`src/vsa_pkg.sv`:
```
// Voice slot allocator package: request/response structs, slot entry layout,
// operation and result codes, field widths. No dependencies.
package vsa_pkg;

    localparam int NUM_SLOTS_DEF = 32;
    localparam int SOUND_ID_BITS = 10;
    localparam int ENTITY_BITS   = 10;
    localparam int CHAN_BITS     = 4;
    localparam int OP_BITS       = 3;
    localparam int SLOT_BITS     = 5;
    localparam int HOW_BITS      = 2;

    localparam int CFG_ADDR_W    = 3;
    localparam int CFG_DATA_W    = 32;

    // register word index (paddr above the byte offset)
    localparam logic REG_ENABLE_3D = 1'b0;

    localparam logic [OP_BITS-1:0] OP_ACQUIRE     = 3'd0;
    localparam logic [OP_BITS-1:0] OP_RELEASE     = 3'd1;
    localparam logic [OP_BITS-1:0] OP_RELEASE_ALL = 3'd2;
    localparam logic [OP_BITS-1:0] OP_FIND        = 3'd3;
    localparam logic [OP_BITS-1:0] OP_NEXT_USED   = 3'd4;

    localparam logic [HOW_BITS-1:0] HOW_MATCH  = 2'd0;
    localparam logic [HOW_BITS-1:0] HOW_FREE   = 2'd1;
    localparam logic [HOW_BITS-1:0] HOW_STOLEN = 2'd2;
    localparam logic [HOW_BITS-1:0] HOW_NONE   = 2'd3;

    typedef struct packed {
        logic [OP_BITS-1:0]       op;
        logic [SOUND_ID_BITS-1:0] sound_id;
        logic [ENTITY_BITS-1:0]   entity;
        logic [CHAN_BITS-1:0]     ent_channel;
        logic                     want_3d;
        logic [SLOT_BITS-1:0]     slot_in;
        logic                     from_start;
    } vsa_req_t;

    typedef struct packed {
        logic                 found;
        logic [SLOT_BITS-1:0] slot_out;
        logic                 is_3d;
        logic [HOW_BITS-1:0]  how;
    } vsa_rsp_t;

    // tags held in RAM; the valid mark lives in flops
    typedef struct packed {
        logic                     kind_3d;
        logic [SOUND_ID_BITS-1:0] sound;
        logic [ENTITY_BITS-1:0]   entity;
        logic [CHAN_BITS-1:0]     chan;
    } slot_entry_t;

endpackage

```
`src/vsa_ram.sv`:
```
// Generic single-write, single-read RAM with registered read data.
// No dependencies.
module vsa_ram #(
    parameter int WIDTH = 8,
    parameter int DEPTH = 32
) (
    input  logic                     aclk,
    input  logic                     we,
    input  logic [$clog2(DEPTH)-1:0] waddr,
    input  logic [WIDTH-1:0]         wdata,
    input  logic                     re,
    input  logic [$clog2(DEPTH)-1:0] raddr,
    output logic [WIDTH-1:0]         rdata
);

    logic [WIDTH-1:0] mem [DEPTH];

    always_ff @(posedge aclk) begin
        if (we) begin
            mem[waddr] <= wdata;
        end
        if (re) begin
            rdata <= mem[raddr];
        end
    end

endmodule

```
`src/voice_slot_allocator_top.sv`:
```
// Voice slot allocator top level: request sequencer, slot scan, APB register.
// Depends on vsa_pkg and vsa_ram.
//
// Acquire, find-by-sound and next-used requests scan every slot through the
// single read port of the tag RAM, one entry per cycle: the reads, the
// registered RAM read data, a decide/write-back step and the output load
// follow in that order. Release, release-all and unused codes do not read
// the RAM; release and release-all clear valid flops, and all three go
// straight to the output load. One request is in flight at a time; a new
// request is taken once the previous result has gone into the output
// register, and a stalled result holds the next request back from the
// output register for as long as it waits. The only write to the RAM happens
// after the scan, so reads and writes never touch the same entry in
// overlapping cycles.
module voice_slot_allocator_top #(
    parameter int NUM_SLOTS = vsa_pkg::NUM_SLOTS_DEF
) (
    input  logic                            aclk,
    input  logic                            aresetn,
    input  logic                            s_valid,
    output logic                            s_ready,
    input  vsa_pkg::vsa_req_t               s_req,
    output logic                            m_valid,
    input  logic                            m_ready,
    output vsa_pkg::vsa_rsp_t               m_rsp,
    input  logic                            psel,
    input  logic                            penable,
    input  logic                            pwrite,
    input  logic [vsa_pkg::CFG_ADDR_W-1:0]  paddr,
    input  logic [vsa_pkg::CFG_DATA_W-1:0]  pwdata,
    output logic [vsa_pkg::CFG_DATA_W-1:0]  prdata,
    output logic                            pready
);

    import vsa_pkg::*;

    localparam int IW = $clog2(NUM_SLOTS);
    localparam int CW = IW + 1;
    localparam int SW = (CW > SLOT_BITS + 1) ? CW : SLOT_BITS + 1;
    localparam int EW = $bits(slot_entry_t);
    localparam logic [CW-1:0] CNT_END   = CW'(NUM_SLOTS);
    localparam logic [IW-1:0] IDX_LAST  = IW'(NUM_SLOTS - 1);
    localparam logic [31:0]   NUM_SLOTS_U = 32'(NUM_SLOTS);

    localparam logic [1:0] ST_IDLE = 2'd0;
    localparam logic [1:0] ST_SCAN = 2'd1;
    localparam logic [1:0] ST_DONE = 2'd2;
    localparam logic [1:0] ST_OUT  = 2'd3;

    // control
    logic [1:0]           state_reg, state_next;
    logic [NUM_SLOTS-1:0] valid_reg, valid_next;
    logic                 enable_3d_reg, enable_3d_next;
    logic [CW-1:0]        rd_cnt_reg, rd_cnt_next;
    logic                 chk_vld_reg, chk_vld_next;
    logic                 hit_reg, hit_next;
    logic                 free_hit_reg, free_hit_next;
    logic                 steal_hit_reg, steal_hit_next;
    logic                 m_valid_reg, m_valid_next;

    // payload
    vsa_req_t             req_reg, req_next;
    logic [SW-1:0]        start_reg, start_next;
    logic [IW-1:0]        chk_idx_reg, chk_idx_next;
    logic [IW-1:0]        hit_idx_reg, hit_idx_next;
    logic                 hit_kind_reg, hit_kind_next;
    logic [IW-1:0]        free_idx_reg, free_idx_next;
    logic [IW-1:0]        steal_idx_reg, steal_idx_next;
    vsa_rsp_t             res_reg, res_next;
    vsa_rsp_t             m_rsp_reg, m_rsp_next;

    // RAM port
    logic                 ram_we, ram_re;
    logic [IW-1:0]        ram_waddr, ram_raddr;
    logic [EW-1:0]        ram_wdata, ram_rdata;

    slot_entry_t          entry, new_entry;
    logic                 cur_v, tag_eq, hit_cond, free_cond, steal_cond;
    logic                 cfg_wr;

    vsa_ram #(
        .WIDTH (EW),
        .DEPTH (NUM_SLOTS)
    ) u_ram (
        .aclk  (aclk),
        .we    (ram_we),
        .waddr (ram_waddr),
        .wdata (ram_wdata),
        .re    (ram_re),
        .raddr (ram_raddr),
        .rdata (ram_rdata)
    );

    assign s_ready = (state_reg == ST_IDLE);
    assign m_valid = m_valid_reg;
    assign m_rsp   = m_rsp_reg;

    assign pready  = 1'b1;
    assign cfg_wr  = psel & penable & pwrite & pready
                   & (paddr[CFG_ADDR_W-1] == REG_ENABLE_3D);
    assign prdata  = (paddr[CFG_ADDR_W-1] == REG_ENABLE_3D)
                   ? {{(CFG_DATA_W-1){1'b0}}, enable_3d_reg} : '0;

    // per-entry compare on the registered RAM output
    assign entry      = slot_entry_t'(ram_rdata);
    assign cur_v      = valid_reg[chk_idx_reg];
    assign tag_eq     = (entry.entity == req_reg.entity) && (entry.chan == req_reg.ent_channel);
    assign free_cond  = !cur_v;
    assign steal_cond = cur_v && (req_reg.ent_channel != '0) && tag_eq;

    always_comb begin
        unique case (req_reg.op)
            OP_ACQUIRE: begin
                hit_cond = cur_v && (req_reg.sound_id != '0)
                         && (entry.sound == req_reg.sound_id) && tag_eq;
            end
            OP_FIND: begin
                hit_cond = cur_v && (req_reg.sound_id != '0)
                         && (entry.sound == req_reg.sound_id);
            end
            OP_NEXT_USED: begin
                hit_cond = cur_v && (SW'(chk_idx_reg) >= start_reg);
            end
            default: begin
                hit_cond = 1'b0;
            end
        endcase
    end

    assign new_entry.kind_3d = enable_3d_reg & req_reg.want_3d;
    assign new_entry.sound   = req_reg.sound_id;
    assign new_entry.entity  = req_reg.entity;
    assign new_entry.chan    = req_reg.ent_channel;

    always_comb begin
        logic [IW-1:0] pick_idx;
        logic          do_write;

        pick_idx       = free_idx_reg;
        do_write       = 1'b0;

        state_next     = state_reg;
        valid_next     = valid_reg;
        enable_3d_next = cfg_wr ? pwdata[0] : enable_3d_reg;
        rd_cnt_next    = rd_cnt_reg;
        chk_vld_next   = 1'b0;
        chk_idx_next   = chk_idx_reg;
        hit_next       = hit_reg;
        hit_idx_next   = hit_idx_reg;
        hit_kind_next  = hit_kind_reg;
        free_hit_next  = free_hit_reg;
        free_idx_next  = free_idx_reg;
        steal_hit_next = steal_hit_reg;
        steal_idx_next = steal_idx_reg;
        req_next       = req_reg;
        start_next     = start_reg;
        res_next       = res_reg;
        m_valid_next   = m_valid_reg;
        m_rsp_next     = m_rsp_reg;

        ram_re         = 1'b0;
        ram_raddr      = rd_cnt_reg[IW-1:0];
        ram_we         = 1'b0;
        ram_waddr      = pick_idx;
        ram_wdata      = new_entry;

        if (m_valid_reg && m_ready) begin
            m_valid_next = 1'b0;
        end

        unique case (state_reg)
            ST_IDLE: begin
                if (s_valid) begin
                    req_next       = s_req;
                    start_next     = s_req.from_start ? '0 : SW'(s_req.slot_in) + SW'(1);
                    rd_cnt_next    = '0;
                    hit_next       = 1'b0;
                    free_hit_next  = 1'b0;
                    steal_hit_next = 1'b0;
                    res_next       = '{found: 1'b0, slot_out: '0, is_3d: 1'b0, how: HOW_NONE};
                    unique case (s_req.op)
                        OP_ACQUIRE, OP_FIND, OP_NEXT_USED: begin
                            state_next = ST_SCAN;
                        end
                        OP_RELEASE: begin
                            if (32'(s_req.slot_in) < NUM_SLOTS_U) begin
                                valid_next[IW'(s_req.slot_in)] = 1'b0;
                            end
                            state_next = ST_OUT;
                        end
                        OP_RELEASE_ALL: begin
                            valid_next = '0;
                            state_next = ST_OUT;
                        end
                        default: begin
                            state_next = ST_OUT;
                        end
                    endcase
                end
            end
            ST_SCAN: begin
                if (rd_cnt_reg != CNT_END) begin
                    ram_re       = 1'b1;
                    rd_cnt_next  = rd_cnt_reg + CW'(1);
                    chk_vld_next = 1'b1;
                    chk_idx_next = rd_cnt_reg[IW-1:0];
                end
                if (chk_vld_reg) begin
                    if (hit_cond && !hit_reg) begin
                        hit_next      = 1'b1;
                        hit_idx_next  = chk_idx_reg;
                        hit_kind_next = entry.kind_3d;
                    end
                    if (free_cond && !free_hit_reg) begin
                        free_hit_next = 1'b1;
                        free_idx_next = chk_idx_reg;
                    end
                    if (steal_cond && !steal_hit_reg) begin
                        steal_hit_next = 1'b1;
                        steal_idx_next = chk_idx_reg;
                    end
                    if (chk_idx_reg == IDX_LAST) begin
                        state_next = ST_DONE;
                    end
                end
            end
            ST_DONE: begin
                if (req_reg.op == OP_ACQUIRE) begin
                    priority if (hit_reg) begin
                        res_next = '{found: 1'b1, slot_out: SLOT_BITS'(hit_idx_reg),
                                     is_3d: hit_kind_reg, how: HOW_MATCH};
                    end else if (free_hit_reg) begin
                        pick_idx = free_idx_reg;
                        do_write = 1'b1;
                        res_next = '{found: 1'b1, slot_out: SLOT_BITS'(free_idx_reg),
                                     is_3d: new_entry.kind_3d, how: HOW_FREE};
                    end else if (steal_hit_reg) begin
                        pick_idx = steal_idx_reg;
                        do_write = 1'b1;
                        res_next = '{found: 1'b1, slot_out: SLOT_BITS'(steal_idx_reg),
                                     is_3d: new_entry.kind_3d, how: HOW_STOLEN};
                    end else begin
                        res_next = '{found: 1'b0, slot_out: '0, is_3d: 1'b0, how: HOW_NONE};
                    end
                end else if (hit_reg) begin
                    res_next = '{found: 1'b1, slot_out: SLOT_BITS'(hit_idx_reg),
                                 is_3d: hit_kind_reg, how: HOW_NONE};
                end
                if (do_write) begin
                    ram_we               = 1'b1;
                    ram_waddr            = pick_idx;
                    valid_next[pick_idx] = 1'b1;
                end
                state_next = ST_OUT;
            end
            ST_OUT: begin
                if (!m_valid_reg || m_ready) begin
                    m_valid_next = 1'b1;
                    m_rsp_next   = res_reg;
                    state_next   = ST_IDLE;
                end
            end
            default: begin
                state_next = ST_IDLE;
            end
        endcase
    end

    always_ff @(posedge aclk) begin
        if (!aresetn) begin
            state_reg     <= ST_IDLE;
            valid_reg     <= '0;
            enable_3d_reg <= 1'b0;
            rd_cnt_reg    <= '0;
            chk_vld_reg   <= 1'b0;
            hit_reg       <= 1'b0;
            free_hit_reg  <= 1'b0;
            steal_hit_reg <= 1'b0;
            m_valid_reg   <= 1'b0;
        end else begin
            state_reg     <= state_next;
            valid_reg     <= valid_next;
            enable_3d_reg <= enable_3d_next;
            rd_cnt_reg    <= rd_cnt_next;
            chk_vld_reg   <= chk_vld_next;
            hit_reg       <= hit_next;
            free_hit_reg  <= free_hit_next;
            steal_hit_reg <= steal_hit_next;
            m_valid_reg   <= m_valid_next;
        end
    end

    always_ff @(posedge aclk) begin
        req_reg       <= req_next;
        start_reg     <= start_next;
        chk_idx_reg   <= chk_idx_next;
        hit_idx_reg   <= hit_idx_next;
        hit_kind_reg  <= hit_kind_next;
        free_idx_reg  <= free_idx_next;
        steal_idx_reg <= steal_idx_next;
        res_reg       <= res_next;
        m_rsp_reg     <= m_rsp_next;
    end

endmodule

```
`config.mk`:
```
export PLATFORM = sky130hd
export DESIGN_NAME = voice_slot_allocator_top
export DESIGN_NICKNAME = d
export VERILOG_FILES = /design/src/vsa_pkg.sv /design/src/vsa_ram.sv /design/src/voice_slot_allocator_top.sv
export SDC_FILE = /design/constraint.sdc
export NUM_CORES = 1
export LEC_CHECK = 0
export BUFFER_PORTS_ARGS = -buffer_cell sky130_fd_sc_hd__clkbuf_2
export CAP_MARGIN = 40
export CORE_UTILIZATION = 45
export DETAILED_ROUTE_END_ITERATION = 6
export HOLD_SLACK_MARGIN = 0.05
export SLEW_MARGIN = 10
export SYNTH_ARGS = -nofsm -noshare
export SYNTH_HDL_FRONTEND = slang
export SYNTH_SLANG_ARGS = --single-unit
```
`constraint.sdc`:
```
create_clock -name aclk -period 8.2 [get_ports aclk]
set_clock_uncertainty 0.15 [all_clocks]
set_input_delay 1.23 -clock aclk [delete_from_list [all_inputs] [get_ports aclk]]
set_output_delay 1.23 -clock aclk [all_outputs]
set_load 0.01 [all_outputs]
```
==> impl_metrics.sql <==
INSERT INTO impl_metrics (metric_group, metric, value, unit) VALUES
('timing', 'drv_slew', '0', ''),
('floorplan', 'initial_utilization', '0.455', ''),
('timing', 'final-setup-viol-count', '0', ''),
('synthesis', 'synthesized_netlist_cell_count', '1784', ''),
('grt', 'number_of_antenna_violations_at_the_first_check_in_global_routing', '3', ''),
('critical_path', 'timing.critical_path.fanout_max', '15', ''),
('grt', 'grt_max_degree', '160', ''),
('route', 'drt_wl_total', '87.5', 'mm'),
('grt', 'first_global_vias', '18518', ''),
('timing', 'timing.final.crit_share', '0.494', ''),
('route', 'drc', '0', ''),
('cts', 'cts-htree-levels', '3', ''),
('min_path', 'min-delay-path-class', 'register to register', ''),
('floorplan', 'placementRows', '105', ''),
('synthesis', 'synth-warning-count', '0', ''),
('placed_design', 'place.port_buffers', '54', ''),
('timing', 'setup_slack', '4.15', 'ns'),
('timing', 'max_slew_margin', '0.224', ''),
('route', 'drt_iter0_drc', '1853', ''),
('finish', 'area_growth', '13.6', '%'),
('pwr', 'total_leakage_power', '0.0129', 'µW'),
('cts', 'postCtsSetupRepairBufs', '0', ''),
('floorplan', 'fp.dieH', '290', 'µm'),
('status', 'outcome', 'finished clean', ''),
('synthesis', 'synth_seq_area_share', '0.745', ''),
('synthesis', 'synth.lib_cells_used.distinct', '63', ''),
('synthesis', 'ys.flop_type', 'edfxtp_1', ''),
('placed_design', 'gpl.final_weighted_congestion', '0.812', ''),
('cts', 'clk_path_buf_depth', '3', ''),
('finish', 'stdcell_count', '3058', ''),
('pwr', 'design_power_total', '11500', 'µW'),
('critical_path', 'worstPathRequired', '8.36', 'ns'),
('cts', 'clkSinkCount', '944', ''),
('pwr', 'pwr-share-seq', '0.505', ''),
('timing', 'worst-slew-pin-transition', '1.16', 'ns'),
('pwr', 'power_frac_clock', '0.366', ''),
('synthesis', 'synth_top_area_share', '0.720', ''),
('pwr', 'power_per_cell_area', '271', 'mW/mm²'),
('route', 'ratio_of_routed_vias_to_standard_cells', '6.00', ''),
('finish', 'share_of_layout_cells_above_drive_strength_1', '0.297', ''),
('synthesis', 'count_of_flip_flops_with_a_built_in_enable_after_synthesis', '898', ''),
('pwr', 'switching_share', '0.242', ''),
('pwr', 'netSwitchingPower', '2790', 'µW'),
('floorplan', 'top_level_ports', '120', ''),
('finish', 'n_antenna_cell', '0', ''),
('finish', 'nNetsFinal', '2000', ''),
('placed_design', 'dp_hpwl', '45.7', 'mm'),
('cts', 'clk_pin_slew', '0.06', 'ns'),
('grt', 'overflow', '0', ''),
('route', 'drt-wirelength-per-cell', '28.6', 'µm'),
('cts', 'cts_root_buf', 'clkbuf_16', ''),
('synthesis', 'mappedNetlistArea', '0.0374', 'mm²'),
('floorplan', 'fp.coreArea', '0.0822', 'mm²'),
('pwr', 'vdd.ir_drop.worst', '0.233', 'mV'),
('floorplan', 'die_width', '290', 'µm'),
('timing', 'hold_viol_final', '0', ''),
('cts', 'post_cts_resize_count', '0', ''),
('synthesis', 'synth.avg_cell_area', '21.0', 'µm²'),
('floorplan', 'floorplan.die_area', '0.0843', 'mm²'),
('pwr', 'internal-power', '8740', 'µW'),
('timing', 'timing.fmax', '0.247', 'GHz'),
('timing', 'rsz0062_at_grt', 'no', ''),
('grt', 'gr-usage-all-layers', '0.209', ''),
('grt', 'grt_first_pass_wirelength', '127', 'mm'),
('pwr', 'combinationalPowerShare', '0.129', ''),
('cts', 'cts_made_buffers', '95', ''),
('cts', 'hold_buffers', '0', ''),
('synthesis', 'ys_ff_latch', '944', ''),
('flow_run', 'cap_viol_max_count', '0', ''),
('placed_design', 'placedCellCount', '2877', ''),
('synthesis', 'synth.most_common_cell', 'edfxtp_1', '');
## final timing paths
kind               start                to  slack (ns)  depth (start not counted)
min           res_reg[1]          m_rsp[1]        0.26                          0
max reg2reg  req_reg[33]  u_ram.mem[6][24]        4.15                          5
min reg2reg   res_reg[1]          m_rsp[1]        0.26                          0
max          req_reg[33]  u_ram.mem[6][24]        4.15                          5
## cell type report
type	count	share of cell area
sequential	944	0.656
multi-input combinational	717	0.215
clock buffer	122	0.0598
tap	1070	0.0315
timing repair buffer	127	0.0241
clock inverter	54	0.0114
inverter	24	0.00212
## per-layer routing
| layer | vias to the layer above | share of wire | global-route usage |
|---|---|---|---|
| li1 | 7658 | - | - |
| met1 | 9802 | 0.44 | 0.310 |
| met2 | 759 | 0.47 | 0.324 |
| met3 | 143 | 0.070 | 0.0341 |
| met4 | 0 | 0.022 | 0.0524 |
| met5 | - | 0 | 0 |
## critical path, stage by stage, from the launching register on
cell	delay, ns
edfxtp_1	0.46
or3_1	0.62
nor4_4	0.60
nand2_1	0.63
nor2_4	0.76
buf_4	0.47
## power groups by stage
stage	sequential, µW	clock, µW	combinational, µW
floorplan	5950	0	1000
global placement	6010	0	1320
detailed placement	5970	0	1450
CTS	5870	4290	1450
global route	5850	4480	1610
finish	5830	4220	1490
## logic make-up (layout without fill, tap and decap cells)
group                      Yosys count  in the layout  share of synthesized area
AOI/OAI and AO/OA                  138            138                     0.0278
adders and majority gates           15             15                    0.00501
buffers and inverters              153            327                     0.0209
other                                2             32                   0.000201
xor gates and xnor gates            32             32                    0.00749
DFF                                944            944                      0.745
muxes                              294            294                      0.165
and+or+nand+nor                    206            206                     0.0283
## cell usage in the layout, fill, tap and decap left out, types with 24 or more instances in the layout
cell type | Yosys | routed
a21oi_1 | 31 | 30
buf_4 | 41 | 53
clkbuf_1 | 54 | 24
clkbuf_16 | 0 | 98
clkbuf_2 | 1 | 54
clkinv_1 | 1 | 25
conb_1 | 2 | 32
dfxtp_1 | 46 | 41
edfxtp_1 | 898 | 898
mux2_2 | 32 | 32
mux4_2 | 256 | 256
nor2_1 | 75 | 43
nor2_4 | 0 | 32
o221a_1 | 29 | 29
xnor2_1 | 24 | 24
## per-stage QoR
step,cell area (µm²),utilization
6_report,42500,0.517
5_1_grt,42500,0.517
4_1_cts,42400,0.516
3_5_place_dp,39400,0.479
3_3_place_gp,39200,0.476
2_1_floorplan,37500,-
Note: power is estimated with default switching activity, not from simulation.
